`src/hdl/cbfc_pkg.sv`:
```
package cbfc_pkg;

    localparam int CHUNK_WIDTH  = 16;
    localparam int CHUNK_HEIGHT = 256;
    localparam int CHUNK_DEPTH  = 16;

    localparam int NUM_PLANES = 6;

    // box extents in Q.4
    localparam int X_SPAN = CHUNK_WIDTH * 16;
    localparam int Y_SPAN = CHUNK_HEIGHT * 16;
    localparam int Z_SPAN = CHUNK_DEPTH * 16;

    localparam int COL_W  = 19;
    localparam int CAMXZ_W = 27;
    localparam int CAMY_W = 21;
    localparam int COEF_W = 16;
    localparam int D_SHIFT = 14;

    localparam int XB = COL_W + $clog2(X_SPAN + 1);
    localparam int ZB = COL_W + $clog2(Z_SPAN + 1);
    localparam int XZB = (XB > ZB) ? XB : ZB;
    localparam int CRD_W = ((XZB > CAMXZ_W) ? XZB : CAMXZ_W) + 2;
    localparam int YB = $clog2(Y_SPAN + 1) + 1;
    localparam int Y_W = ((YB > CAMY_W) ? YB : CAMY_W) + 1;

    localparam int PRD_XZ_W = CRD_W + COEF_W;
    localparam int PRD_Y_W  = Y_W + COEF_W;
    localparam int ACC_W0 = ((CRD_W > Y_W) ? CRD_W : Y_W) + COEF_W + 2;
    localparam int ACC_W = (ACC_W0 > COEF_W + D_SHIFT + 1) ? ACC_W0 : COEF_W + D_SHIFT + 1;

    // configuration port
    localparam int DATA_W = 64;
    localparam int ADDR_W = $clog2(NUM_PLANES * 8);
    localparam int IDX_W  = ADDR_W - 3;

    typedef enum logic [IDX_W-1:0] {
        PLANE_LEFT   = 3'd0,
        PLANE_RIGHT  = 3'd1,
        PLANE_BOTTOM = 3'd2,
        PLANE_TOP    = 3'd3,
        PLANE_NEAR   = 3'd4,
        PLANE_FAR    = 3'd5
    } plane_idx_t;

    typedef struct packed {
        logic signed [COEF_W-1:0] d;
        logic signed [COEF_W-1:0] c;
        logic signed [COEF_W-1:0] b;
        logic signed [COEF_W-1:0] a;
    } plane_t;

    typedef plane_t plane_arr_t [NUM_PLANES];

    typedef struct packed {
        logic signed [CRD_W-1:0] x0;
        logic signed [CRD_W-1:0] x1;
        logic signed [Y_W-1:0]   y0;
        logic signed [Y_W-1:0]   y1;
        logic signed [CRD_W-1:0] z0;
        logic signed [CRD_W-1:0] z1;
    } coord_t;

    typedef struct packed {
        logic en_mul;
        logic en_sum;
    } stage_en_t;

endpackage

```
`src/hdl/cbfc_apb_regs.sv`:
```
module cbfc_apb_regs (
    input  logic                       aclk,
    input  logic                       aresetn,
    input  logic                       psel,
    input  logic                       penable,
    input  logic                       pwrite,
    input  logic [cbfc_pkg::ADDR_W-1:0] paddr,
    input  logic [cbfc_pkg::DATA_W-1:0] pwdata,
    output logic [cbfc_pkg::DATA_W-1:0] prdata,
    output logic                       pready,
    output cbfc_pkg::plane_arr_t       planes
);
    import cbfc_pkg::*;

    plane_t            plane_reg [NUM_PLANES];
    logic [IDX_W-1:0]  idx;
    logic              idx_ok;

    assign idx    = paddr[ADDR_W-1:3];
    assign idx_ok = (idx <= PLANE_FAR);
    assign pready = 1'b1;

    always_ff @(posedge aclk) begin
        if (!aresetn) begin
            for (int i = 0; i < NUM_PLANES; i++) begin
                plane_reg[i] <= '0;
            end
        end else if (psel && penable && pwrite && idx_ok) begin
            plane_reg[idx] <= plane_t'(pwdata);
        end
    end

    always_comb begin
        prdata = '0;
        if (idx_ok) begin
            prdata = DATA_W'(plane_reg[idx]);
        end
    end

    always_comb begin
        for (int i = 0; i < NUM_PLANES; i++) begin
            planes[i] = plane_reg[i];
        end
    end

endmodule

```
`config.mk`:
```
export PLATFORM = sky130hd
export DESIGN_NAME = cbfc_apb_regs
export DESIGN_NICKNAME = d
export VERILOG_FILES = /design/src/hdl/cbfc_pkg.sv /design/src/hdl/cbfc_apb_regs.sv
export SDC_FILE = /design/constraint.sdc
export NUM_CORES = 1
export LEC_CHECK = 0
export ABC_AREA = 1
export BUFFER_PORTS_ARGS = -buffer_cell sky130_fd_sc_hd__buf_2
export CORE_ASPECT_RATIO = 0.6
export CORE_UTILIZATION = 35
export CTS_BUF_LIST = sky130_fd_sc_hd__clkbuf_4 sky130_fd_sc_hd__clkbuf_8
export DETAILED_ROUTE_END_ITERATION = 16
export MAX_ROUTING_LAYER = met4
export SLEW_MARGIN = 15
export SYNTH_ARGS = -nofsm -noshare
export SYNTH_HDL_FRONTEND = slang
export SYNTH_SLANG_ARGS = --single-unit
```
`constraint.sdc`:
```
create_clock -name aclk -period 19.42 [get_ports aclk]
set_clock_uncertainty 0.1 [all_clocks]
set_input_delay 2.913 -clock aclk [delete_from_list [all_inputs] [get_ports aclk]]
set_output_delay 2.913 -clock aclk [all_outputs]
set_load 0.1 [all_outputs]
```
# [Yosys cells after proc, flatten, opt, wreduce, memory -nomap -nowiden]
# Memory sizes are Yosys's and may differ from the RTL's.
# Cells that the tools add are included.
[op_classes] n_mul=0 muxes=8 addsub=0 shifts=0 reduce_logical=4 bitwise_logic=0 order_cmp=1 div=0 n_eq_ne=0
[ops] cell="$mux W64" n=2
[ops] cell="$reduce_or A64 Y1" n=1
[ops] cell="$mux W1" n=5
[ops] cell="$le A3 B3 Y1 const B" n=1
[ops] cell="$logic_and A1 B1 Y1" n=3
[ops] cell="$mux W3" n=1
[word_totals] romBits=0 reg_bits=0 out_inout_bits=449 input_bits=75 mem_bits_rw=384 elab_cells=14 latchBits=0 memories=1
[memory_table] name="plane_reg" words=6 word_bits=64 read_ports=7 rd_ports_with_merged_regs=0 wr=6 line="cbfc_apb_regs.sv:15" source="plane_t plane_reg [NUM_PLANES];"

# [Logic depth before layout (Yosys ltp)]
[logic_depth] word_depth=8 mapped_depth=8 mapped_depth_nobuf=6

# [Least setup slack after synthesis]
# No wires, ideal clock.
[synth_path] kind="in2out" from="in paddr[3] (netlist bit)" to="out prdata[57] (netlist bit)" required_ps=16407 path_buffers=3 setup_slack_ps=10666 path_stages=6 t_arrival_ps=5741 cell_sequence="buf_2 > inv_2 > buf_2 > buf_2 > o21ai_0 > o21ai_0"
[synth_between] elab_chain_cells=2 elab_cells_between_ends=3 cone_classes="order compare: 1; mux: 1; memory: 1"
[synth_rtl] element="start: declaration" line="cbfc_apb_regs.sv:7" source="input logic [cbfc_pkg::ADDR_W-1:0] paddr,"
[synth_rtl] element="$mem_v2 Z6 W64 / $le A3 B3 Y1 (equally long branches)"
[synth_rtl] element="$mux W64 (*)" line="cbfc_apb_regs.sv:35" source="if (idx_ok) begin"
[synth_rtl] element="end: declaration" line="cbfc_apb_regs.sv:9" source="output logic [cbfc_pkg::DATA_W-1:0] prdata,"
# Mark *: on every way between the ends. The rest lies on a longest branch, timed or not.

# [Worst setup path in the final report]
[layout_path] from="in paddr[3] (netlist bit)" to="out prdata[38] (netlist bit)"
# Same word-level chain as after synthesis.

==> metrics.txt <==
initial DRC count=1,109; largest net degree at the start of global routing=101; layout net count=2,174; Core ar.=46,940 um^2; Die H=172.0 um; synth top area cells=edfxtp_1 (69%), nor2_1 (8.5%), nand2_1 (7.4%); Max FO, Critical Path=~70; leakage power=8.661 nW; gpl congestion=0.8625; max_cap viols=0; hold wc startpoint=pwdata[50]; Root Driver=clkbuf_8; vias in the first global route=13,710; CP Cell Sequence=buf_6 > buf_4 > buf_4 > nand2_1 > nand3_1 > nand3_1 > o21ai_0 > buf_2; FP Rows=61; Hold Crit Depth=3; die area=49,100 um^2; area grow syn2layout=24.66%; Syn Inst Count=around 1,600; Routed Antenna Nets=0; drt pass-1 iters=5; WS Path Type=in -> out; # IOs=roughly 520; register bit total from synthesis=386; yosys warns=0; HP Class=in -> reg; Die W=285.4 um; crit start category=primary input; drt drc=0; CTS HTree Levels=2; post-synth top area cell=edfxtp_1; setup TNS=0 ns; Final setup viols=0; Post-CTS Setup Repair Bufs=0; outcome=completed; Routed WL=approximately 63,000 um; RSZ-0062 raised after global routing=false; Critical Path End Type=output pin; EDFF count, synth=386; PortBufs=519; Detail Placement HPWL=36,990 um; max FFs per register=386; Via density=around 5.1; Fmax=0.1099 GHz; first-pass GRT wire length=90,160 um; Reg clk slew, reported paths=0.07 ns; CP arrival=6.08 ns; crit path max-delay cell type=buf_4; Power Dens Cells=between 100 and 150 nW/um^2; hold endpoint=plane_reg[5][50]; All-Layer GR Usage=25.48%; Finished Core Util=roughly 45%; Critical Path RT=approximately 16 ns; worst vdd ir=0.00007287 V; Slew @ Worst Pin=1.174 ns; syn avg cell area=about 10 um^2; post-cts gate resize count=0; WP buf/inv=4; Vias=roughly 14,000; Seq/Total Area, Yosys=68.72%; Sink Count=386; Fill cells=4,523; Most used DFF post-synth=edfxtp_1; clk buf depth=3; Netlist cell types=18; Max stage delay on crit path=0.80 ns; Synth top area share=just under 70%; max_slew headroom=21.71%; Async SR Flop Fraction=0%; DR WL/cell=22.78 um; crit share post-route=about 47%; TritonCTS clock tree=yes; Final min period=9.096 ns; total CTS buffers=around 60; total gr overflow=0; cell with the most instances after synthesis=edfxtp_1; Max Slew Vio Count=0; # hold bufs at CTS=0; final hold vios=0; top cells by count, synth=edfxtp_1 (386), nor2_1 (384), nand2_1 (331); layout cells sized above 1=30.24%; initial antenna violation count=2; Post-Syn Area=16,870 um^2; initial cell density of the core=35.93%; CP top delay family=buffers and inverters
logic make-up after synthesis:
logic type	after synthesis	synth area share, %
flip-flops	386	68.72
AO/OA/AOI/OAI	125	3.717
other	2	0.04453
multiplexers	7	0.4154
buffers and inverters	182	5.371
AND/OR/NAND/NOR	910	21.73
final cells by class:
| class | instances | area (um^2) | area share [%] |
|---|---|---|---|
| Tap cell | 630 | 788.3 | 3.749 |
| Timing Repair Buffer | 536 | 2734 | 13.00 |
| Inverter | 71 | 274.0 | 1.303 |
| Multi-Input combinational cell | 1045 | 4468 | 21.25 |
| Clock buffer | 79 | 968.4 | 4.606 |
| Antenna cell | 2 | 5.005 | 0.02380 |
| Sequential cell | 386 | 11590 | 55.13 |
| Clock inverter | 29 | 196.4 | 0.9343 |
through the flow:
stage          instances  worst slack (ns)  total power, mW  cell area, um^2  hold slack [ns]
5_1_grt             2778             10.17            2.374            21030            2.528
3_5_place_dp        2668             10.40            1.638            19860            3.195
6_report            2778             10.32            2.309            21030            2.549
3_3_place_gp        2668             10.42            1.636            19860            3.188
2_1_floorplan       1613             10.67            1.524            16870            3.076
4_1_cts             2776             10.39            2.320            21020            2.492
metal layers:
layer,vias up,part of all wire [%],track usage (%)
met3,119,8.7,5.805
met2,731,47,40.66
met1,7005,42,32.92
li1,6407,-,-
met4,0,2.2,6.510
met5,-,0,-
cell usage in the layout, fill, tap and decap left out:
master,instances
clkinv_1,12
clkbuf_4,19
inv_2,1
conb_1,3
nand4_1,2
mux2i_1,7
nor2_2,1
edfxtp_1,386
o21ai_0,118
buf_2,517
o21ai_4,2
nand2_1,322
nand3_1,191
diode_2,2
clkinvlp_4,2
bufinv_16,2
buf_6,1
clkinv_4,2
nor2_1,384
clkinv_2,12
buf_4,18
o21ai_1,4
o22ai_1,1
nand2_4,9
clkbuf_8,60
inv_6,2
nor2_4,1
inv_1,67
power by group:
| part | switching (mW) | internal (mW) | total (mW) | leakage (nW) |
|---|---|---|---|---|
| Clock | 0.336 | 0.352 | 0.688 | 0.618 |
| Sequential | 0.0249 | 0.963 | 0.988 | 3.68 |
| Combinational | 0.565 | 0.0679 | 0.633 | 4.37 |
| Total | 0.926 | 1.38 | 2.31 | 8.66 |
worst min-delay path, delay by kind of cell:
family	cells	cell delay (ns)
buffers and inverters	2	0.16
and+or+nand+nor	1	0.12
how the worst max path moves through the flow:
| stage | from | to | slack [ns] | cells past startpoint |
|---|---|---|---|---|
| 2_1_floorplan | paddr[3] | prdata[57] | 10.67 | 6 |
| 3_3_place_gp | paddr[3] | prdata[38] | 10.42 | 8 |
| 3_5_place_dp | paddr[3] | prdata[38] | 10.40 | 8 |
| 4_1_cts | paddr[3] | prdata[38] | 10.39 | 8 |
| 5_1_grt | paddr[3] | prdata[38] | 10.17 | 8 |
| 6_report | paddr[3] | prdata[38] | 10.32 | 8 |
Power figures use the tool's default switching activity.
