**src/hdl/cbfc_pkg.sv**
```systemverilog
package cbfc_pkg;

    localparam int CHUNK_WIDTH  = 16;
    localparam int CHUNK_HEIGHT = 256;
    localparam int CHUNK_DEPTH  = 16;

    localparam int NUM_PLANES = 6;

    // box extents in Q.4
    localparam int X_SPAN = CHUNK_WIDTH * 16;
    localparam int Y_SPAN = CHUNK_HEIGHT * 16;
    localparam int Z_SPAN = CHUNK_DEPTH * 16;

    localparam int COL_W  = 19;
    localparam int CAMXZ_W = 27;
    localparam int CAMY_W = 21;
    localparam int COEF_W = 16;
    localparam int D_SHIFT = 14;

    localparam int XB = COL_W + $clog2(X_SPAN + 1);
    localparam int ZB = COL_W + $clog2(Z_SPAN + 1);
    localparam int XZB = (XB > ZB) ? XB : ZB;
    localparam int CRD_W = ((XZB > CAMXZ_W) ? XZB : CAMXZ_W) + 2;
    localparam int YB = $clog2(Y_SPAN + 1) + 1;
    localparam int Y_W = ((YB > CAMY_W) ? YB : CAMY_W) + 1;

    localparam int PRD_XZ_W = CRD_W + COEF_W;
    localparam int PRD_Y_W  = Y_W + COEF_W;
    localparam int ACC_W0 = ((CRD_W > Y_W) ? CRD_W : Y_W) + COEF_W + 2;
    localparam int ACC_W = (ACC_W0 > COEF_W + D_SHIFT + 1) ? ACC_W0 : COEF_W + D_SHIFT + 1;

    // configuration port
    localparam int DATA_W = 64;
    localparam int ADDR_W = $clog2(NUM_PLANES * 8);
    localparam int IDX_W  = ADDR_W - 3;

    typedef enum logic [IDX_W-1:0] {
        PLANE_LEFT   = 3'd0,
        PLANE_RIGHT  = 3'd1,
        PLANE_BOTTOM = 3'd2,
        PLANE_TOP    = 3'd3,
        PLANE_NEAR   = 3'd4,
        PLANE_FAR    = 3'd5
    } plane_idx_t;

    typedef struct packed {
        logic signed [COEF_W-1:0] d;
        logic signed [COEF_W-1:0] c;
        logic signed [COEF_W-1:0] b;
        logic signed [COEF_W-1:0] a;
    } plane_t;

    typedef plane_t plane_arr_t [NUM_PLANES];

    typedef struct packed {
        logic signed [CRD_W-1:0] x0;
        logic signed [CRD_W-1:0] x1;
        logic signed [Y_W-1:0]   y0;
        logic signed [Y_W-1:0]   y1;
        logic signed [CRD_W-1:0] z0;
        logic signed [CRD_W-1:0] z1;
    } coord_t;

    typedef struct packed {
        logic en_mul;
        logic en_sum;
    } stage_en_t;

endpackage

```
**src/hdl/cbfc_plane_eval.sv**
```systemverilog
module cbfc_plane_eval (
    input  logic                 aclk,
    input  cbfc_pkg::stage_en_t  ctl,
    input  cbfc_pkg::plane_t     plane,
    input  cbfc_pkg::coord_t     coord,
    output logic                 culled
);
    import cbfc_pkg::*;

    // Only the corner farthest along the plane normal matters: if it is below,
    // all eight are.
    logic signed [CRD_W-1:0]    xs;
    logic signed [Y_W-1:0]      ys;
    logic signed [CRD_W-1:0]    zs;
    logic signed [PRD_XZ_W-1:0] px_reg, px_next;
    logic signed [PRD_Y_W-1:0]  py_reg, py_next;
    logic signed [PRD_XZ_W-1:0] pz_reg, pz_next;
    logic signed [ACC_W-1:0]    sum;
    logic                       culled_reg;

    always_comb begin
        xs = plane.a[COEF_W-1] ? coord.x0 : coord.x1;
        ys = plane.b[COEF_W-1] ? coord.y0 : coord.y1;
        zs = plane.c[COEF_W-1] ? coord.z0 : coord.z1;
        px_next = PRD_XZ_W'(plane.a) * PRD_XZ_W'(xs);
        py_next = PRD_Y_W'(plane.b) * PRD_Y_W'(ys);
        pz_next = PRD_XZ_W'(plane.c) * PRD_XZ_W'(zs);
    end

    always_comb begin
        sum = ACC_W'(px_reg) + ACC_W'(py_reg) + ACC_W'(pz_reg)
            + (ACC_W'(plane.d) <<< D_SHIFT);
    end

    always_ff @(posedge aclk) begin
        if (ctl.en_mul) begin
            px_reg <= px_next;
            py_reg <= py_next;
            pz_reg <= pz_next;
        end
        if (ctl.en_sum) begin
            culled_reg <= sum[ACC_W-1];
        end
    end

    assign culled = culled_reg;

endmodule

```
**config.mk**
```make
export PLATFORM = sky130hd
export DESIGN_NAME = cbfc_plane_eval
export DESIGN_NICKNAME = d
export VERILOG_FILES = /design/src/hdl/cbfc_pkg.sv /design/src/hdl/cbfc_plane_eval.sv
export SDC_FILE = /design/constraint.sdc
export NUM_CORES = 2
export LEC_CHECK = 0
export BUFFER_PORTS_ARGS = -buffer_cell sky130_fd_sc_hd__buf_2
export CAP_MARGIN = 20
export CORE_ASPECT_RATIO = 0.5
export CORE_MARGIN = 5
export CORE_UTILIZATION = 60
export CTS_CLUSTER_DIAMETER = 30
export CTS_CLUSTER_SIZE = 12
export DETAILED_ROUTE_END_ITERATION = 8
export PLACE_DENSITY = 0.9
export REMOVE_ABC_BUFFERS = 1
export SYNTH_ARGS = -nofsm -noshare
export SYNTH_HDL_FRONTEND = slang
export SYNTH_SLANG_ARGS = --single-unit
```
**constraint.sdc**
```tcl
create_clock -name aclk -period 8.4 [get_ports aclk]
set_clock_uncertainty 0.05 [all_clocks]
set_input_delay 0.84 -clock aclk [delete_from_list [all_inputs] [get_ports aclk]]
set_output_delay 0.84 -clock aclk [all_outputs]
set_load 0.02 [all_outputs]
```
Word level (Yosys, flattened, before mapping):

Index checks and enable logic that the tools add are counted.

* latch bits: 0
* register bits after elaboration: 131
* memories: 0
* bits in writable memories: 0
* ROM bits: 0

* equality and inequality tests: 0
* order comparisons: 0
* multiply operators: 3
* div/mod/pow operators: 0
* $add $sub $neg: 3
* bitwise gates (word level): 0
* shift operators: 0
* reductions and logical operators: 0
* mux-type cells: 3

Operators by type and width (number)
* $mul 16x30->46: 2
* $mux 30: 2
* $add 47x46->48: 1
* $add 48x30->48: 1
* $add 46x38->47: 1
* $mul 16x22->38: 1
* $mux 22: 1

Logic depth before layout (Yosys ltp):

* depth in word-level cells: 3
* depth in mapped cells: 30
* gate-level depth less buffers: 26

Worst setup path after synthesis:

OpenSTA, ideal clock, no wires.

* path type: input -> register
* start point: input port plane[47] in the netlist's numbering
* end point: register pz_reg[45], data pin
* arrival time: 8.021 ns
* required time: 8.090 ns
* stages on the path: 26
* slack: 0.069 ns
* cells stage by stage: clkbuf_1 -> clkbuf_1 -> mux2_2 -> clkbuf_1 -> nand2_1 -> inv_1 -> fa_1 -> inv_1 -> fa_1 -> inv_1 -> fa_1 -> fa_1 -> fa_1 -> inv_1 -> fa_1 -> inv_1 -> ha_1 -> a21o_1 -> a21o_1 -> a21o_1 -> or4_1 -> a2111oi_0 -> nor3_1 -> a2111oi_0 -> o21bai_1 -> xnor2_1

* cells in the longest elaborated chain, start to end: 2

RTL lines
* start: declaration: RTL line cbfc_plane_eval.sv:4 `input cbfc_pkg::plane_t plane,`
* $mux 30: RTL line cbfc_plane_eval.sv:24 `zs = plane.c[COEF_W-1] ? coord.z0 : coord.z1;`
* $mul 16x30->46 (*): RTL line cbfc_plane_eval.sv:27 `pz_next = PRD_XZ_W'(plane.c) * PRD_XZ_W'(zs);`
* via pz_next[45]: RTL line cbfc_plane_eval.sv:17 `logic signed [PRD_XZ_W-1:0] pz_reg, pz_next;`
* end signal: assignment: RTL line cbfc_plane_eval.sv:39 `pz_reg <= pz_next;`
* end: declaration: RTL line cbfc_plane_eval.sv:17

Mark *: on every way through the listed nets, which the timed path passes. The rest lies on a longest branch.
A chain may end at the register's enable or synchronous reset.

Final worst setup path:

* start point: input port plane[15] in the netlist's numbering
* end point: register px_reg[44], data pin

* cells in the longest elaborated chain, start to end: 2

RTL lines
* $mux 30: RTL line cbfc_plane_eval.sv:22 `xs = plane.a[COEF_W-1] ? coord.x0 : coord.x1;`
* $mul 16x30->46 (*): RTL line cbfc_plane_eval.sv:25 `px_next = PRD_XZ_W'(plane.a) * PRD_XZ_W'(xs);`
* via px_next[44]: RTL line cbfc_plane_eval.sv:15 `logic signed [PRD_XZ_W-1:0] px_reg, px_next;`
* end signal: assignment: RTL line cbfc_plane_eval.sv:37 `px_reg <= px_next;`
* end: declaration: RTL line cbfc_plane_eval.sv:15

Marks and branches as above.

==> impl_metrics.env <==
export IMPL_io_buffers=231
export IMPL_grt_max_degree=60
export IMPL_setup_viol_count_final=0
export IMPL_synthCells=5660
export IMPL_syn_area_sq_um=53800
export IMPL_ios=232
export IMPL_drv_slew=0
export IMPL_drc_errors=0
export IMPL_yosysTopAreaCell="fa_1"
export IMPL_ctsResizeCount=0
export IMPL_hpwl_um=110000
export IMPL_core_area_sq_um=88600
export IMPL_antenna_found_initial=8
export IMPL_slew_headroom=0.369
export IMPL_cts_sinks=131
export IMPL_die_area_sq_um=96000
export IMPL_cp_max_fo=27
export IMPL_yosys_warnings=0
export IMPL_hold_buffers=0
export IMPL_cts_tree="done"
export IMPL_grt_pass1_vias=44300
export IMPL_hold_violations=0
export IMPL_cts_path_max_buffers=2
export IMPL_drt_iter0_drc=3640
export IMPL_syn_avg_cell_area_sq_um=9.50
export IMPL_clockRootBuffer="clkbuf_16"
export IMPL_synthToLayoutAreaGrowth_pct=5.50
export IMPL_arrival_ps=8320
export IMPL_multi_input_area_sq_um=43600
export IMPL_period_minus_slack_ps=8050
export IMPL_die_h_um=222
export IMPL_synth_edf_count=131
export IMPL_synth_seq_area_share=0.0732
export IMPL_critPathKind="input pin to flip-flop"
export IMPL_rsz0062_at_grt="false"
export IMPL_async_flop_share=0
export IMPL_seq_area_sq_um=3930
export IMPL_antenna_left=0
export IMPL_rows=77
export IMPL_drtPass1Iterations=6
export IMPL_synth_area_leaders="fa_1 50%, inv_1 10%, ha_1 8.6%, edfxtp_1 7.3%, and2_1 5.7%"
export IMPL_fillCellCount=6360
export IMPL_wl_um=130000
export IMPL_cts_htree_levels=4
export IMPL_post_cts_setup_buffers=0
export IMPL_status="complete, no violations"
export IMPL_avgViaCountPerCell=5.68
export IMPL_ys_ff_latch=131
export IMPL_synth_flop_cell="edfxtp_1"
export IMPL_worstMarginPinSlew_ps=939
export IMPL_synth_cell_types=70
export IMPL_cts_clk_slew_worst_paths_ps=70
export IMPL_clk_latency_ps=450
export IMPL_gr_total_overflow=0
export IMPL_via_count=39600
export IMPL_crit_path_start_kind="input pin"
export IMPL_hold_path_class="input pin to flip-flop"
export IMPL_wl_per_cell_um=18.7
export IMPL_worstPathRequired_ps=8660
export IMPL_yosysTopAreaCellShare=0.499
export IMPL_start_util=0.607
export IMPL_post_route_period_util=0.959
export IMPL_gp_congestion=0.955
export IMPL_grtUsageTotal=0.282
export IMPL_tns_ps=0
export IMPL_maxCapViolCount=0
export IMPL_die_w_um=433
export IMPL_nNetsFinal=7700
export IMPL_drive_above_1_share=0.0750
export IMPL_grt_first_pass_wirelength_um=217000
export IMPL_fmax_mhz=124
export IMPL_cts_buffers=17
export IMPL_endpoint_kind="flip-flop"
## layout make-up
cell class | count | area share
antenna | 5 | 0.000221
timing repair buffer | 306 | 0.0306
tap | 1185 | 0.0261
clock inverter | 15 | 0.00280
sequential | 131 | 0.0694
multi-input combinational | 3859 | 0.768
inverter | 1443 | 0.0955
clock buffer | 17 | 0.00750
## cell families (layout without fill, tap and decap cells)
family	after synthesis	in the layout	synth area share
mux	82	82	0.0171
flops	131	131	0.0732
buf+inv	1670	1781	0.117
simple gates	1554	1554	0.140
other cells	0	5	0
fa+ha+maj	1711	1711	0.585
compound gates	369	369	0.0444
xor+xnor	143	143	0.0233
## stage by stage
step	cells	hold slack, ps	util	instance area, sq um	setup WS (ps)
6_report	6961	596	0.640	56700	345
5_1_grt	6961	579	0.640	56700	99.4
4_1_cts	6956	582	0.640	56700	376
3_5_place_dp	6924	981	0.633	56100	-54.3
3_3_place_gp	6924	967	0.633	56100	174
2_1_floorplan	5433	902	-	52900	930
## worst paths after layout
| check | from | to | slack, ps | cells after the start |
|---|---|---|---|---|
| worst min-delay path | ctl[0] | culled$_DFFE_PP_ | 600 | 1 |
| worst max-delay path | plane[15] | px_reg[44]$_DFFE_PP_ | 350 | 25 |
| worst min register to register | pz_reg[45]$_DFFE_PP_ | culled$_DFFE_PP_ | 990 | 4 |
| worst max register to register | py_reg[22]$_DFFE_PP_ | culled$_DFFE_PP_ | 4100 | 11 |
## cells in the mapped netlist (11+ instances only)
cell / instances
nand4_1: 21
nand2b_1: 46
o21ai_0: 52
and3_1: 19
nor2b_1: 48
a21o_1: 67
and2_1: 490
mux2_2: 79
nand2_1: 746
inv_1: 1441
ha_1: 371
edfxtp_1: 131
o21ai_1: 12
a21oi_1: 135
fa_1: 1340
nor3_1: 16
nor2_1: 125
clkbuf_1: 221
nand3_1: 19
o211ai_1: 11
o21a_1: 16
xnor2_1: 114
xor2_1: 29
## metal layers
layer  up-vias  GRT usage  share of wire
li1      16800          -              -
met1     20100      0.353           0.35
met2      2136      0.477           0.50
met3       564     0.0503          0.094
met4         2      0.140          0.060
met5         -          0        0.00010
## layout by cell type, fill, tap and decap left out, types with 114 or more instances in the layout
cell         n
a21oi_1    135
and2_1     490
buf_2      230
edfxtp_1   131
fa_1      1340
ha_1       371
inv_1     1441
nand2_1    746
nor2_1     125
xnor2_1    114
## critical path, stage by stage
cell and delay (ps):
buf_2 520, buf_4 250, mux2_2 470, and2_1 230, fa_1 500, inv_1 60
fa_1 400, fa_1 500, inv_1 60, fa_1 440, fa_1 520, inv_1 50
fa_1 470, inv_1 40, ha_1 350, a211oi_2 190, nor2_1 90, or4_1 450
a31o_1 250, a221o_1 370, a32o_2 280, o41ai_4 270, o211ai_2 160, or4_1 410
nand4_1 90
Power is left out: the tool's default activity adds up to more than one toggle a clock period on the data nets, which glitch-free logic cannot reach.
