File: src/hdl/cbfc_pkg.sv
package cbfc_pkg;

    localparam int CHUNK_WIDTH  = 16;
    localparam int CHUNK_HEIGHT = 256;
    localparam int CHUNK_DEPTH  = 16;

    localparam int NUM_PLANES = 6;

    // box extents in Q.4
    localparam int X_SPAN = CHUNK_WIDTH * 16;
    localparam int Y_SPAN = CHUNK_HEIGHT * 16;
    localparam int Z_SPAN = CHUNK_DEPTH * 16;

    localparam int COL_W  = 19;
    localparam int CAMXZ_W = 27;
    localparam int CAMY_W = 21;
    localparam int COEF_W = 16;
    localparam int D_SHIFT = 14;

    localparam int XB = COL_W + $clog2(X_SPAN + 1);
    localparam int ZB = COL_W + $clog2(Z_SPAN + 1);
    localparam int XZB = (XB > ZB) ? XB : ZB;
    localparam int CRD_W = ((XZB > CAMXZ_W) ? XZB : CAMXZ_W) + 2;
    localparam int YB = $clog2(Y_SPAN + 1) + 1;
    localparam int Y_W = ((YB > CAMY_W) ? YB : CAMY_W) + 1;

    localparam int PRD_XZ_W = CRD_W + COEF_W;
    localparam int PRD_Y_W  = Y_W + COEF_W;
    localparam int ACC_W0 = ((CRD_W > Y_W) ? CRD_W : Y_W) + COEF_W + 2;
    localparam int ACC_W = (ACC_W0 > COEF_W + D_SHIFT + 1) ? ACC_W0 : COEF_W + D_SHIFT + 1;

    // configuration port
    localparam int DATA_W = 64;
    localparam int ADDR_W = $clog2(NUM_PLANES * 8);
    localparam int IDX_W  = ADDR_W - 3;

    typedef enum logic [IDX_W-1:0] {
        PLANE_LEFT   = 3'd0,
        PLANE_RIGHT  = 3'd1,
        PLANE_BOTTOM = 3'd2,
        PLANE_TOP    = 3'd3,
        PLANE_NEAR   = 3'd4,
        PLANE_FAR    = 3'd5
    } plane_idx_t;

    typedef struct packed {
        logic signed [COEF_W-1:0] d;
        logic signed [COEF_W-1:0] c;
        logic signed [COEF_W-1:0] b;
        logic signed [COEF_W-1:0] a;
    } plane_t;

    typedef plane_t plane_arr_t [NUM_PLANES];

    typedef struct packed {
        logic signed [CRD_W-1:0] x0;
        logic signed [CRD_W-1:0] x1;
        logic signed [Y_W-1:0]   y0;
        logic signed [Y_W-1:0]   y1;
        logic signed [CRD_W-1:0] z0;
        logic signed [CRD_W-1:0] z1;
    } coord_t;

    typedef struct packed {
        logic en_mul;
        logic en_sum;
    } stage_en_t;

endpackage

File: src/hdl/cbfc_coord.sv
module cbfc_coord (
    input  logic                                 aclk,
    input  logic                                 en,
    input  logic signed [cbfc_pkg::COL_W-1:0]    chunk_col_x,
    input  logic signed [cbfc_pkg::COL_W-1:0]    chunk_col_z,
    input  logic signed [cbfc_pkg::CAMXZ_W-1:0]  cam_x,
    input  logic signed [cbfc_pkg::CAMY_W-1:0]   cam_y,
    input  logic signed [cbfc_pkg::CAMXZ_W-1:0]  cam_z,
    output cbfc_pkg::coord_t                     coord
);
    import cbfc_pkg::*;

    coord_t                  coord_reg;
    coord_t                  coord_next;
    logic signed [CRD_W-1:0] x_base;
    logic signed [CRD_W-1:0] z_base;

    localparam logic signed [CRD_W-1:0] XS = CRD_W'(X_SPAN);
    localparam logic signed [CRD_W-1:0] ZS = CRD_W'(Z_SPAN);
    localparam logic signed [Y_W-1:0]   YS = Y_W'(Y_SPAN);

    always_comb begin
        x_base = CRD_W'(chunk_col_x) * XS - CRD_W'(cam_x);
        z_base = CRD_W'(chunk_col_z) * ZS - CRD_W'(cam_z);
        coord_next.x0 = x_base;
        coord_next.x1 = x_base + XS;
        coord_next.y0 = -Y_W'(cam_y);
        coord_next.y1 = YS - Y_W'(cam_y);
        coord_next.z0 = z_base;
        coord_next.z1 = z_base + ZS;
    end

    always_ff @(posedge aclk) begin
        if (en) begin
            coord_reg <= coord_next;
        end
    end

    assign coord = coord_reg;

endmodule

File: config.mk
export PLATFORM = sky130hd
export DESIGN_NAME = cbfc_coord
export DESIGN_NICKNAME = d
export VERILOG_FILES = /design/src/hdl/cbfc_pkg.sv /design/src/hdl/cbfc_coord.sv
export SDC_FILE = /design/constraint.sdc
export NUM_CORES = 1
export LEC_CHECK = 0
export BUFFER_PORTS_ARGS = -buffer_cell sky130_fd_sc_hd__clkbuf_2
export CAP_MARGIN = 20
export CORE_MARGIN = 2
export CORE_UTILIZATION = 51
export DETAILED_ROUTE_END_ITERATION = 16
export PLACE_DENSITY_LB_ADDON = 0.25
export SLEW_MARGIN = 40
export SYNTH_ARGS = -nofsm -noshare
export SYNTH_HDL_FRONTEND = slang
export SYNTH_SLANG_ARGS = --single-unit
File: constraint.sdc
create_clock -name aclk -period 3.7 [get_ports aclk]
set_input_delay 0.185 -clock aclk [delete_from_list [all_inputs] [get_ports aclk]]
set_output_delay 0.185 -clock aclk [all_outputs]
set_load 0.005 [all_outputs]
After elaboration in Yosys (flattened, before gate mapping)
Index checks and enable logic that the tools add are counted.
{"block": "totals", "reg_bits": 160, "inputBits": 115, "output_inout_bits": 164, "word_cells": 12}
{"block": "classes", "addsub": 6}
{"cell": "28-bit by 10-bit adder with 29-bit output (second input constant)", "n": 2}
{"cell": "27-bit by 27-bit subtractor with 28-bit output", "n": 2}
{"cell": "21-bit negation with 22-bit output", "n": 1}
{"cell": "14-bit by 21-bit subtractor with 22-bit output (first input constant)", "n": 1}

Logic depth before layout (Yosys ltp)
Gate-level depths: netlist (run 1).
{"block": "logic_depth", "ltp_word": 2, "ltp_mapped": 13, "depth_no_buf": 11}

Worst setup path after synthesis (run 1)
Ideal clock, no wire load.
{"block": "synth_timing", "path_type": "input to register", "start": "in cam_x[9] (netlist bit)", "end": "reg coord_reg (netlist bit coord[130]), data pin", "t_arrival_ns": 2.657, "required_time_ns": 3.434, "setup_slack_ns": 0.777, "cell_stages": 12, "path_buffers": 1, "path_cell_list": "inv_1 ha_1 clkbuf_1 a21oi_1 o21ai_2 a221oi_2 xnor2_2 nand4_1 nor4b_4 and4_4 nand2_1 xnor2_1"}
{"item": "start: declaration", "line": "cbfc_coord.sv:6", "text": "input logic signed [cbfc_pkg::CAMXZ_W-1:0] cam_x,"}
{"item": "end signal: assignment", "line": "cbfc_coord.sv:35", "text": "coord_reg <= coord_next;"}
{"item": "end: declaration", "line": "cbfc_coord.sv:13", "text": "coord_t coord_reg;"}

==> results of run 1 <==
## logic make-up (layout without fill, tap and decap cells)
group	after synthesis	in the layout	synth area share, %
and+or+nand+nor	245	245	16.93
DFF	130	130	47.55
AOI/OAI and AO/OA	128	128	10.58
buffers and inverters	111	381	6.691
xor gates and xnor gates	99	99	11.07
adders and majority gates	43	43	6.554
muxes	5	5	0.6249
## critical path, cell delays in order
cell	delay [ps]
dlygate4sd3_1	540
clkbuf_2	130
inv_1	70
ha_1	220
or4b_1	480
nor4_1	280
xor2_1	310
ha_1	240
nand3_1	240
nor4_4	480
nand2_2	80
nor3_2	210
a21boi_1	90
## where the power goes
group / internal, mW / total [mW] / switching [mW]
clock network: 1.07 / 1.70 / 0.637
registers: 1.88 / 1.95 / 0.0643
logic: 0.479 / 1.09 / 0.610
total: 3.43 / 4.74 / 1.31
## routing by layer
metal | wire length [µm] | part of all wire (%)
met4 | 422 | 2.4
met2 | 8877 | 50
met3 | 698 | 3.9
met1 | 7860 | 44
met5 | 0 | 0
## worst min-delay path by stage
stage,endpoint,cells past startpoint
floorplan,coord[0],0
global placement,coord[0],1
detailed placement,coord[0],1
CTS,coord[82],1
global route,coord[82],1
finish,coord[82],1
## layout make-up
cell class	count	area share, %
inverters	65	2.383
clock inverters	15	1.784
multi-input cells	520	36.69
repair buffers	284	14.22
clock buffers	17	4.155
flip-flops and latches	130	38.13
well taps	216	2.640
## cells in the final DEF (no fill, tap or decap), types with 4 or more instances in the layout
cell and n:
nand2_1 58, inv_1 65, inv_6 4, buf_4 4, and2_1 10, xor2_1 38
nand4_1 11, clkbuf_2 277, a31oi_1 7, nor2b_1 6, clkinvlp_4 4, nor4_1 7
xnor2_1 57, and3_1 12, nand3_1 14, or3_1 8, edfxtp_1 130, ha_1 43
clkbuf_16 17, or2_2 7, o21ai_0 24, o211a_1 5, a21oi_1 35, o211ai_1 7
nand2b_1 5, nor2_1 53, a21o_1 7, mux2i_1 4, o2111ai_1 4, nor3_1 21
o21a_1 5
## per-stage QoR
step / utilization [%] / instance area, µm² / total power [mW] / hold slack, ps / setup WS [ps]
finish: 64.69 / 10240 / 4.739 / 50.76 / 287.7
global route: 64.69 / 10240 / 4.967 / 35.87 / 28.57
CTS: 64.69 / 10240 / 4.783 / 25.91 / 283.9
detailed placement: 60.72 / 9610 / 3.067 / 414.6 / 412.2
global placement: 60.72 / 9610 / 3.051 / 402.9 / 527.8
floorplan: - / 8209 / 2.639 / 283.9 / 777.1
## repair_timing
item / CTS / global route
hold buffers: 2 / 0
setup endpoints to repair: 0 / 0
setup buffers: 0 / 0
hold endpoints to repair: 2 / 0
gates resized for setup: 0 / 0
==> results.txt, run 1 <==
FF+latch area -> 3904 µm²
Post-synth net total -> 919
Gr busiest metal -> met2
Placed Cells -> 1213
Top Ports -> 279
Largest net degree at the start of global routing -> 74
Ys flop type -> edfxtp_1
Fin. max-slew vios -> 0
RSZ-0062 raised after global routing -> false
Least-Margin Pin Slew -> 724.4 ps
Area Growth Syn to Fin -> 24.72%
Final setup TNS -> 0 ps
Num CTS Buffers -> 17
Antenna-violating nets left -> 0
DP Wirelength -> 14.29 mm
Initial Util -> 51.87%
Tcrit/Tclk final -> 92.22%
Vias in the first global route -> 5686
Library cells used by synthesis -> 74
First-pass GRT wire length -> 27.05 mm
CTS tree -> done
Grt ovf -> 0
Synthesis warning total -> 0
Multi-input gate area -> 3756 µm²
HP Start -> cam_y[0]
Drt first pass iters -> 5
Outcome -> finished clean
# fillers -> 1306
Area leader, netlist -> edfxtp_1
GR Util met2 -> 34.59%
Die width -> 130.9 µm
Tmin final -> 3412 ps
F_max -> 0.2931 GHz
Iter 0 DRT Violations -> 340
Async SR Flop Fraction -> 0%
Startpoint Class -> input port
GPL Wtd Cong -> 0.9071
Post-Syn Area per Cell -> 10.79 µm²
Drc violations -> 0
Worst Path Max Fanout -> 5
PwrDens -> 462.9 nW/µm²
Total die area -> 17130 µm²
P_leak -> 4.521 nW
Routing usage on met1 -> 25.97%
Finish-stage setup viols -> 0
Most frequent cells after synthesis -> edfxtp_1, inv_1, nand2_1
#FFs+latches synth -> 130
Largest cells by area after synthesis -> edfxtp_1, ha_1, xnor2_1
Initial antenna violation count -> 0
Layout Cells excl Fill -> 1247
Total number of placement rows -> 46
H-Tree Depth -> 4
VDD IR max -> 0.0003155 V
Crit path launch -> cam_z[0]
Post-Syn Instances -> 761
CP Capture Point -> coord[28]
Layout cell share with drive strength beyond 1 -> 34.14%
CP Capture Type -> flop
Max FFs per register -> 130
Clock slew at reported path FFs -> 60 ps
WL/cell -> 14.32 µm
WP data required -> 3850 ps
CORE AREA -> 15830 µm²
Max Cap Viol -> 0
Routed wire length -> 17.86 mm
Nets -> 1176
Total GRT Usage -> 20.41%
WS Path Type -> input port to flop
Clock buffer depth -> 2
PortBufs -> 278
GR Layer Usage met3 -> 3.176%
Cell at the root of the clock tree -> clkbuf_16
Seq/Total Area, Yosys -> 47.55%
Arrival time worst endpoint -> 3560 ps
Vias -> 6378
Most instantiated library cell after synthesis -> edfxtp_1
Number of synthesized flops with an enable pin -> 130
Top cell type's share of synthesized area -> 47.55%
Cell area after synthesis -> 8209 µm²
# diodes -> 0
DR vias/cell -> 5.115
Num Clock Sinks -> 130
Worst Hold Class -> input port to flop
Chip height -> 130.9 µm
Slew headroom -> 51.70%
Endpoints failing hold -> 0
Note: power is estimated with default switching activity, not from simulation.
==> run 2, diff against run 1 <==
--- a/config.mk
+++ b/config.mk
@@ -5,10 +5,11 @@
 export SDC_FILE = /design/constraint.sdc
 export NUM_CORES = 1
 export LEC_CHECK = 0
+export ABC_AREA = 1
 export BUFFER_PORTS_ARGS = -buffer_cell sky130_fd_sc_hd__clkbuf_2
 export CAP_MARGIN = 20
 export CORE_MARGIN = 2
-export CORE_UTILIZATION = 51
+export CORE_UTILIZATION = 54
 export DETAILED_ROUTE_END_ITERATION = 16
 export PLACE_DENSITY_LB_ADDON = 0.25
 export SLEW_MARGIN = 40
==> run 2 against run 1 <==
  * Clock-buffer cell count unchanged
  * First-iteration DRC count up 59%
  * Global-route usage grew 6.4 points
  * Maximum frequency up 24%
  * Cell count grew 45%
  * Wire length up 41%
  * Core utilization increased by 1.5 points
  * Non-clock buffer count down 3
  * Clock power decreased by 4%
  * Design area increased by 15%
  * Synthesized area is 19% higher
==> results.txt, run 2 <==
Num Clock Sinks -> 130
Cell area after synthesis -> 9776 µm²
Total die area -> 19190 µm²
Finish-stage setup viols -> 0
VDD IR max -> 0.0002847 V
Synthesis warning total -> 0
P_leak -> 6.303 nW
#FFs+latches synth -> 130
Worst Hold Class -> input port to flop
CORE AREA -> 17840 µm²
DP Wirelength -> 20.73 mm
Most common library cell in the layout ignoring fill and taps -> nand2_1
Post-Syn Area per Cell -> 7.520 µm²
CTS resizes -> 0
Cell at the root of the clock tree -> clkbuf_16
Drt first pass iters -> 5
Ys flop type -> edfxtp_1
Fin. max-slew vios -> 0
Most instantiated library cell after synthesis -> nand2_1
Top Ports -> 279
RSZ-0062 raised after global routing -> false
Least-Margin Pin Slew -> 630.2 ps
Antenna-violating nets left -> 0
Number of synthesized flops with an enable pin -> 130
Worst Path Max Fanout -> 4
PwrDens -> 410.0 nW/µm²
Clock buffer depth -> 2
Hold WS -> 14.56 ps
Initial Util -> 54.79%
Clock slew at reported path FFs -> 60 ps
HP Start -> cam_y[0]
GPL Wtd Cong -> 1.007
Most frequent cells after synthesis -> nand2_1, inv_1, edfxtp_1
Post-Syn Instances -> 1300
Total GRT Usage -> 26.79%
Slew headroom -> 57.99%
Top cell type's share of synthesized area -> 39.93%
WS Path Type -> input port to flop
Layout cell share with drive strength beyond 1 -> 24.76%
Tmin final -> 2760 ps
First-pass GRT wire length -> 41.28 mm
Leading cell types in the layout, fill and taps excluded -> nand2_1, clkbuf_2, inv_1
Total number of placement rows -> 49
Tcrit/Tclk final -> 74.60%
Async SR Flop Fraction -> 0%
Hold Path End -> coord[82]
Chip height -> 138.5 µm
Post-synth net total -> 1458
Grt ovf -> 0
Iter 0 DRT Violations -> 542
Outcome -> finished clean
# diodes -> 0
Largest cells by area after synthesis -> edfxtp_1, nand2_1, inv_1
Overall Power -> 4.843 mW
Largest net degree at the start of global routing -> 71
Seq/Total Area, Yosys -> 39.93%
Drc violations -> 0
Library cells used by synthesis -> 34
Max FFs per register -> 130
Initial antenna violation count -> 0
Num CTS Buffers -> 17
Vias -> 8888
PortBufs -> 278
CTS tree -> done
Placed Instance Area -> 11220 µm²
DR vias/cell -> 4.916
Arrival time worst endpoint -> 2940 ps
Nets -> 1724
Die width -> 138.5 µm
Routed wire length -> 25.20 mm
Fin area -> 11810 µm²
WP data required -> 3880 ps
WL/cell -> 13.94 µm
Vias in the first global route -> 8540
Area Growth Syn to Fin -> 20.85%
CP Capture Type -> flop
Endpoints failing hold -> 0
Area leader, netlist -> edfxtp_1
H-Tree Depth -> 4
F_max -> 0.3623 GHz
Startpoint Class -> input port
Max Cap Viol -> 0
Final setup TNS -> 0 ps
Hold path depth -> 1
run 2: cell count changes after synthesis, moves of 18 or more:
cell	previous run	this run
xnor2_1	57	13
xor2_1	38	59
nand4_1	11	31
nand2_1	58	426
inv_1	65	236
o21ai_0	24	2
inv_2	0	18
nor2_1	53	117
nand3_1	14	72
run 2: cell type report:
type,instances,area (µm²)
flip-flops and latches,130,3904
well taps,229,286.5
repair buffers,281,1438
clock inverters,15,143.9
fillers,1607,6027
clock buffers,17,425.4
multi-input cells,881,4659
inverters,255,957.2
run 2: per-stage QoR:
step	cells	util [%]	setup WS (ps)
after global routing	1808	66.22	719.5
after global placement	1774	62.89	1054
after floorplan	1300	-	1542
after CTS	1808	66.20	936.7
final	1808	66.22	939.7
after detailed placement	1774	62.89	1018
run 2: kinds of logic (layout without fill, tap and decap cells):
logic type | after synthesis | count (layout) | share of synthesized area, %
flops | 130 | 130 | 39.93
fa+ha+maj | 43 | 43 | 5.504
compound gates | 32 | 32 | 1.638
simple gates | 733 | 733 | 33.91
xor+xnor | 73 | 73 | 6.617
buf+inv | 289 | 568 | 12.40
run 2: worst max-delay path by stage:
stage | start | endpoint | slack, ps | cells past startpoint
after floorplan | cam_z[8] | coord[20] | 1540 | 15
after global placement | cam_z[0] | coord[20] | 1050 | 15
after detailed placement | cam_z[0] | coord[20] | 1020 | 15
after CTS | cam_z[0] | coord[20] | 940 | 16
after global routing | cam_z[0] | coord[20] | 720 | 16
final | cam_z[0] | coord[20] | 940 | 16
run 2: repair_timing:
item | CTS | global route
hold buffers | 2 | 0
hold endpoints to repair | 2 | 0
buffers inserted | 0 | 0
run 2: per-layer routing:
metal	track usage, %	share of wire, %	up-vias
met4	12.24	4.0	0
li1	-	-	4571
met5	0	0	-
met3	4.523	5.3	59
met2	48.44	50	298
met1	31.09	40	3960
run 2: report_power, final:
group	switching, mW	total (mW)	internal [mW]
logic	0.804	1.27	0.469
clock network	0.698	1.64	0.941
registers	0.0713	1.93	1.86
run 2: critical path, stage by stage:
cell and delay [ps]:
dlygate4sd3_1 520, clkbuf_2 110, inv_1 60, ha_1 230, nand2_2 160, nor2_4 80
xnor2_1 350, inv_1 250, ha_1 310, nand2_1 90, nor2_1 50, nand3_1 190
inv_2 60, nand2_1 110, xor2_1 150, inv_1 50
==> run 3, diff against run 2 <==
--- a/config.mk
+++ b/config.mk
@@ -9,7 +9,7 @@
 export BUFFER_PORTS_ARGS = -buffer_cell sky130_fd_sc_hd__clkbuf_2
 export CAP_MARGIN = 20
 export CORE_MARGIN = 2
-export CORE_UTILIZATION = 54
+export CORE_UTILIZATION = 48
 export DETAILED_ROUTE_END_ITERATION = 16
 export PLACE_DENSITY_LB_ADDON = 0.25
 export SLEW_MARGIN = 40
==> constraint.sdc (replaced) <==
create_clock -name aclk -period 2.3 [get_ports aclk]
set_input_delay 0.115 -clock aclk [delete_from_list [all_inputs] [get_ports aclk]]
set_output_delay 0.115 -clock aclk [all_outputs]
set_load 0.005 [all_outputs]
==> run 3 against run 2 <==
  * Via count up 4.7%
  * Cell count is 7.3% higher
  * Die area up 12%
  * Critical path depth down 6
  * Total power is 75% higher
  * Sequential share of layout area down 2.2 points
  * Clock-buffer cell count rose by 1
  * Wire length is 5.2% higher
  * Sequential cell count stayed put
  * Worst hold slack improved by 18 ps
  * Design area up 7.3%
  * Setup slack got worse by 780 ps
==> results.txt, run 3 (synthesized netlist as in run 2, its figures left out) <==
Outcome -> finished clean
PortBufs -> 278
VDD IR max -> 0.0004765 V
P_sw -> 2.562 mW
Crit path cell chain -> dlygate4sd3_1, clkbuf_2, nor3_2, nand3b_2, nor3_4, nand3_2, or2_4, a21oi_1, nand2_1, xor2_1
Max Cap Viol -> 0
P_leak -> 6.802 nW
Clock slew at reported path FFs -> 70 ps
Least-Margin Pin Slew -> 477.8 ps
DP Wirelength -> 21.98 mm
First-pass GRT wire length -> 41.90 mm
Arrival time worst endpoint -> 2310 ps
Largest net degree at the start of global routing -> 51
WS Path Type -> input port to flop
Chip height -> 146.7 µm
Worst Hold Class -> input port to flop
Fin. max-slew vios -> 0
F_max -> 0.4668 GHz
Clock buffer depth -> 2
WL/cell -> 13.66 µm
CP peak stage delay -> 550 ps
Total number of placement rows -> 52
Num Clock Sinks -> 130
Top Ports -> 279
Drt first pass iters -> 5
Die width -> 146.7 µm
P_int -> 5.891 mW
Startpoint Class -> input port
CP Capture Type -> flop
CP Buf/Inv Count -> 2
Initial antenna violation count -> 0
Total GRT Usage -> 24.65%
Endpoints failing hold -> 0
Placed Cells -> 1902
Total die area -> 21520 µm²
Vias -> 9309
Vias in the first global route -> 8861
Overall Power -> 8.453 mW
Routed wire length -> 26.50 mm
Initial Util -> 48.62%
Nets -> 1815
Max FFs per register -> 130
Fin area -> 12670 µm²
Clock Power Share -> 35.9%
PwrDens -> 667.0 nW/µm²
Sequential share of power -> 36.8%
Slew headroom -> 68.15%
Placed Instance Area -> 11940 µm²
Combinational share of power -> 27.3%
Crit-path slowest cell -> dlygate4sd3_1
DR vias/cell -> 4.798
Layout cell share with drive strength beyond 1 -> 28.80%
CTS tree -> done
Delay-heaviest family, CP -> simple AND/OR/NAND/NOR gates
Finish-stage setup viols -> 0
# diodes -> 0
Post-route setup slack -> 157.6 ps
Tcrit/Tclk final -> 93.15%
Iter 0 DRT Violations -> 405
Hold WS -> 32.13 ps
Worst Path Max Fanout -> 4
Placement Setup Slack -> -126.5 ps
Num CTS Buffers -> 17
Cell at the root of the clock tree -> clkbuf_16
Tmin final -> 2142 ps
RSZ-0062 raised after global routing -> false
Most common library cell in the layout ignoring fill and taps -> nand2_1
Grt ovf -> 0
Net Sw Frac -> 30.31%
Layout Cells excl Fill -> 1940
Antenna-violating nets left -> 0
CORE AREA -> 20100 µm²
WP data required -> 2470 ps
Drc violations -> 0
GPL Wtd Cong -> 0.9158
H-Tree Depth -> 4
Area Growth Syn to Fin -> 29.64%
Leading cell types in the layout, fill and taps excluded -> nand2_1, clkbuf_2, inv_1
## run 3: changes by cell type in the layout (fill, tap and decap cells not counted), moves of 2 or more
cell           change
buf_4             +89
bufinv_16          +4
dlygate4sd3_1      +2
inv_6              -4
nor3_4             +2
## run 3: final timing paths
kind,endpoint,slack (ps),cells past startpoint,from
min,coord[138],30,2,cam_x[4]
max,coord[79],160,10,cam_y[0]
## run 3: layout make-up
type | count | area (µm²)
fill | 1758 | 7431
multi-input combinational | 881 | 4686
sequential | 130 | 3904
timing repair buffer | 372 | 2135
inverter | 255 | 957.2
clock buffer | 18 | 429.2
tap | 270 | 337.8
clock inverter | 14 | 225.2
## run 3: stage by stage
stage | utilization, % | TNS, ps
3_3_place_gp | 59.38 | -438.2
5_1_grt | 63.04 | 0
3_5_place_dp | 59.38 | -709.5
2_1_floorplan | - | 0
6_report | 63.04 | 0
4_1_cts | 62.83 | 0
## run 3: power by group through the flow
stage | sequential, mW | clock (mW) | combinational [mW]
2_1_floorplan | 3.16 | 0 | 1.23
3_3_place_gp | 3.16 | 0 | 2.25
3_5_place_dp | 3.16 | 0 | 2.29
4_1_cts | 3.12 | 3.07 | 2.31
5_1_grt | 3.14 | 3.17 | 2.57
6_report | 3.11 | 3.03 | 2.31
## run 3: layer usage
layer	share of wire, %	vias to the layer above	global-route usage, %	wire (µm)
li1	-	4756	-	-
met1	41	4161	28.39	10750
met2	50	328	45.09	13310
met3	5.4	64	4.317	1435
met4	3.8	0	10.39	1009
met5	0	-	0	0
## run 3: repair_timing
action,CTS,global route
hold buffers,4,0
endpoints found under the hold margin,4,0
resized for setup,0,5
endpoints found under the setup margin,0,4
buffers inserted,0,2
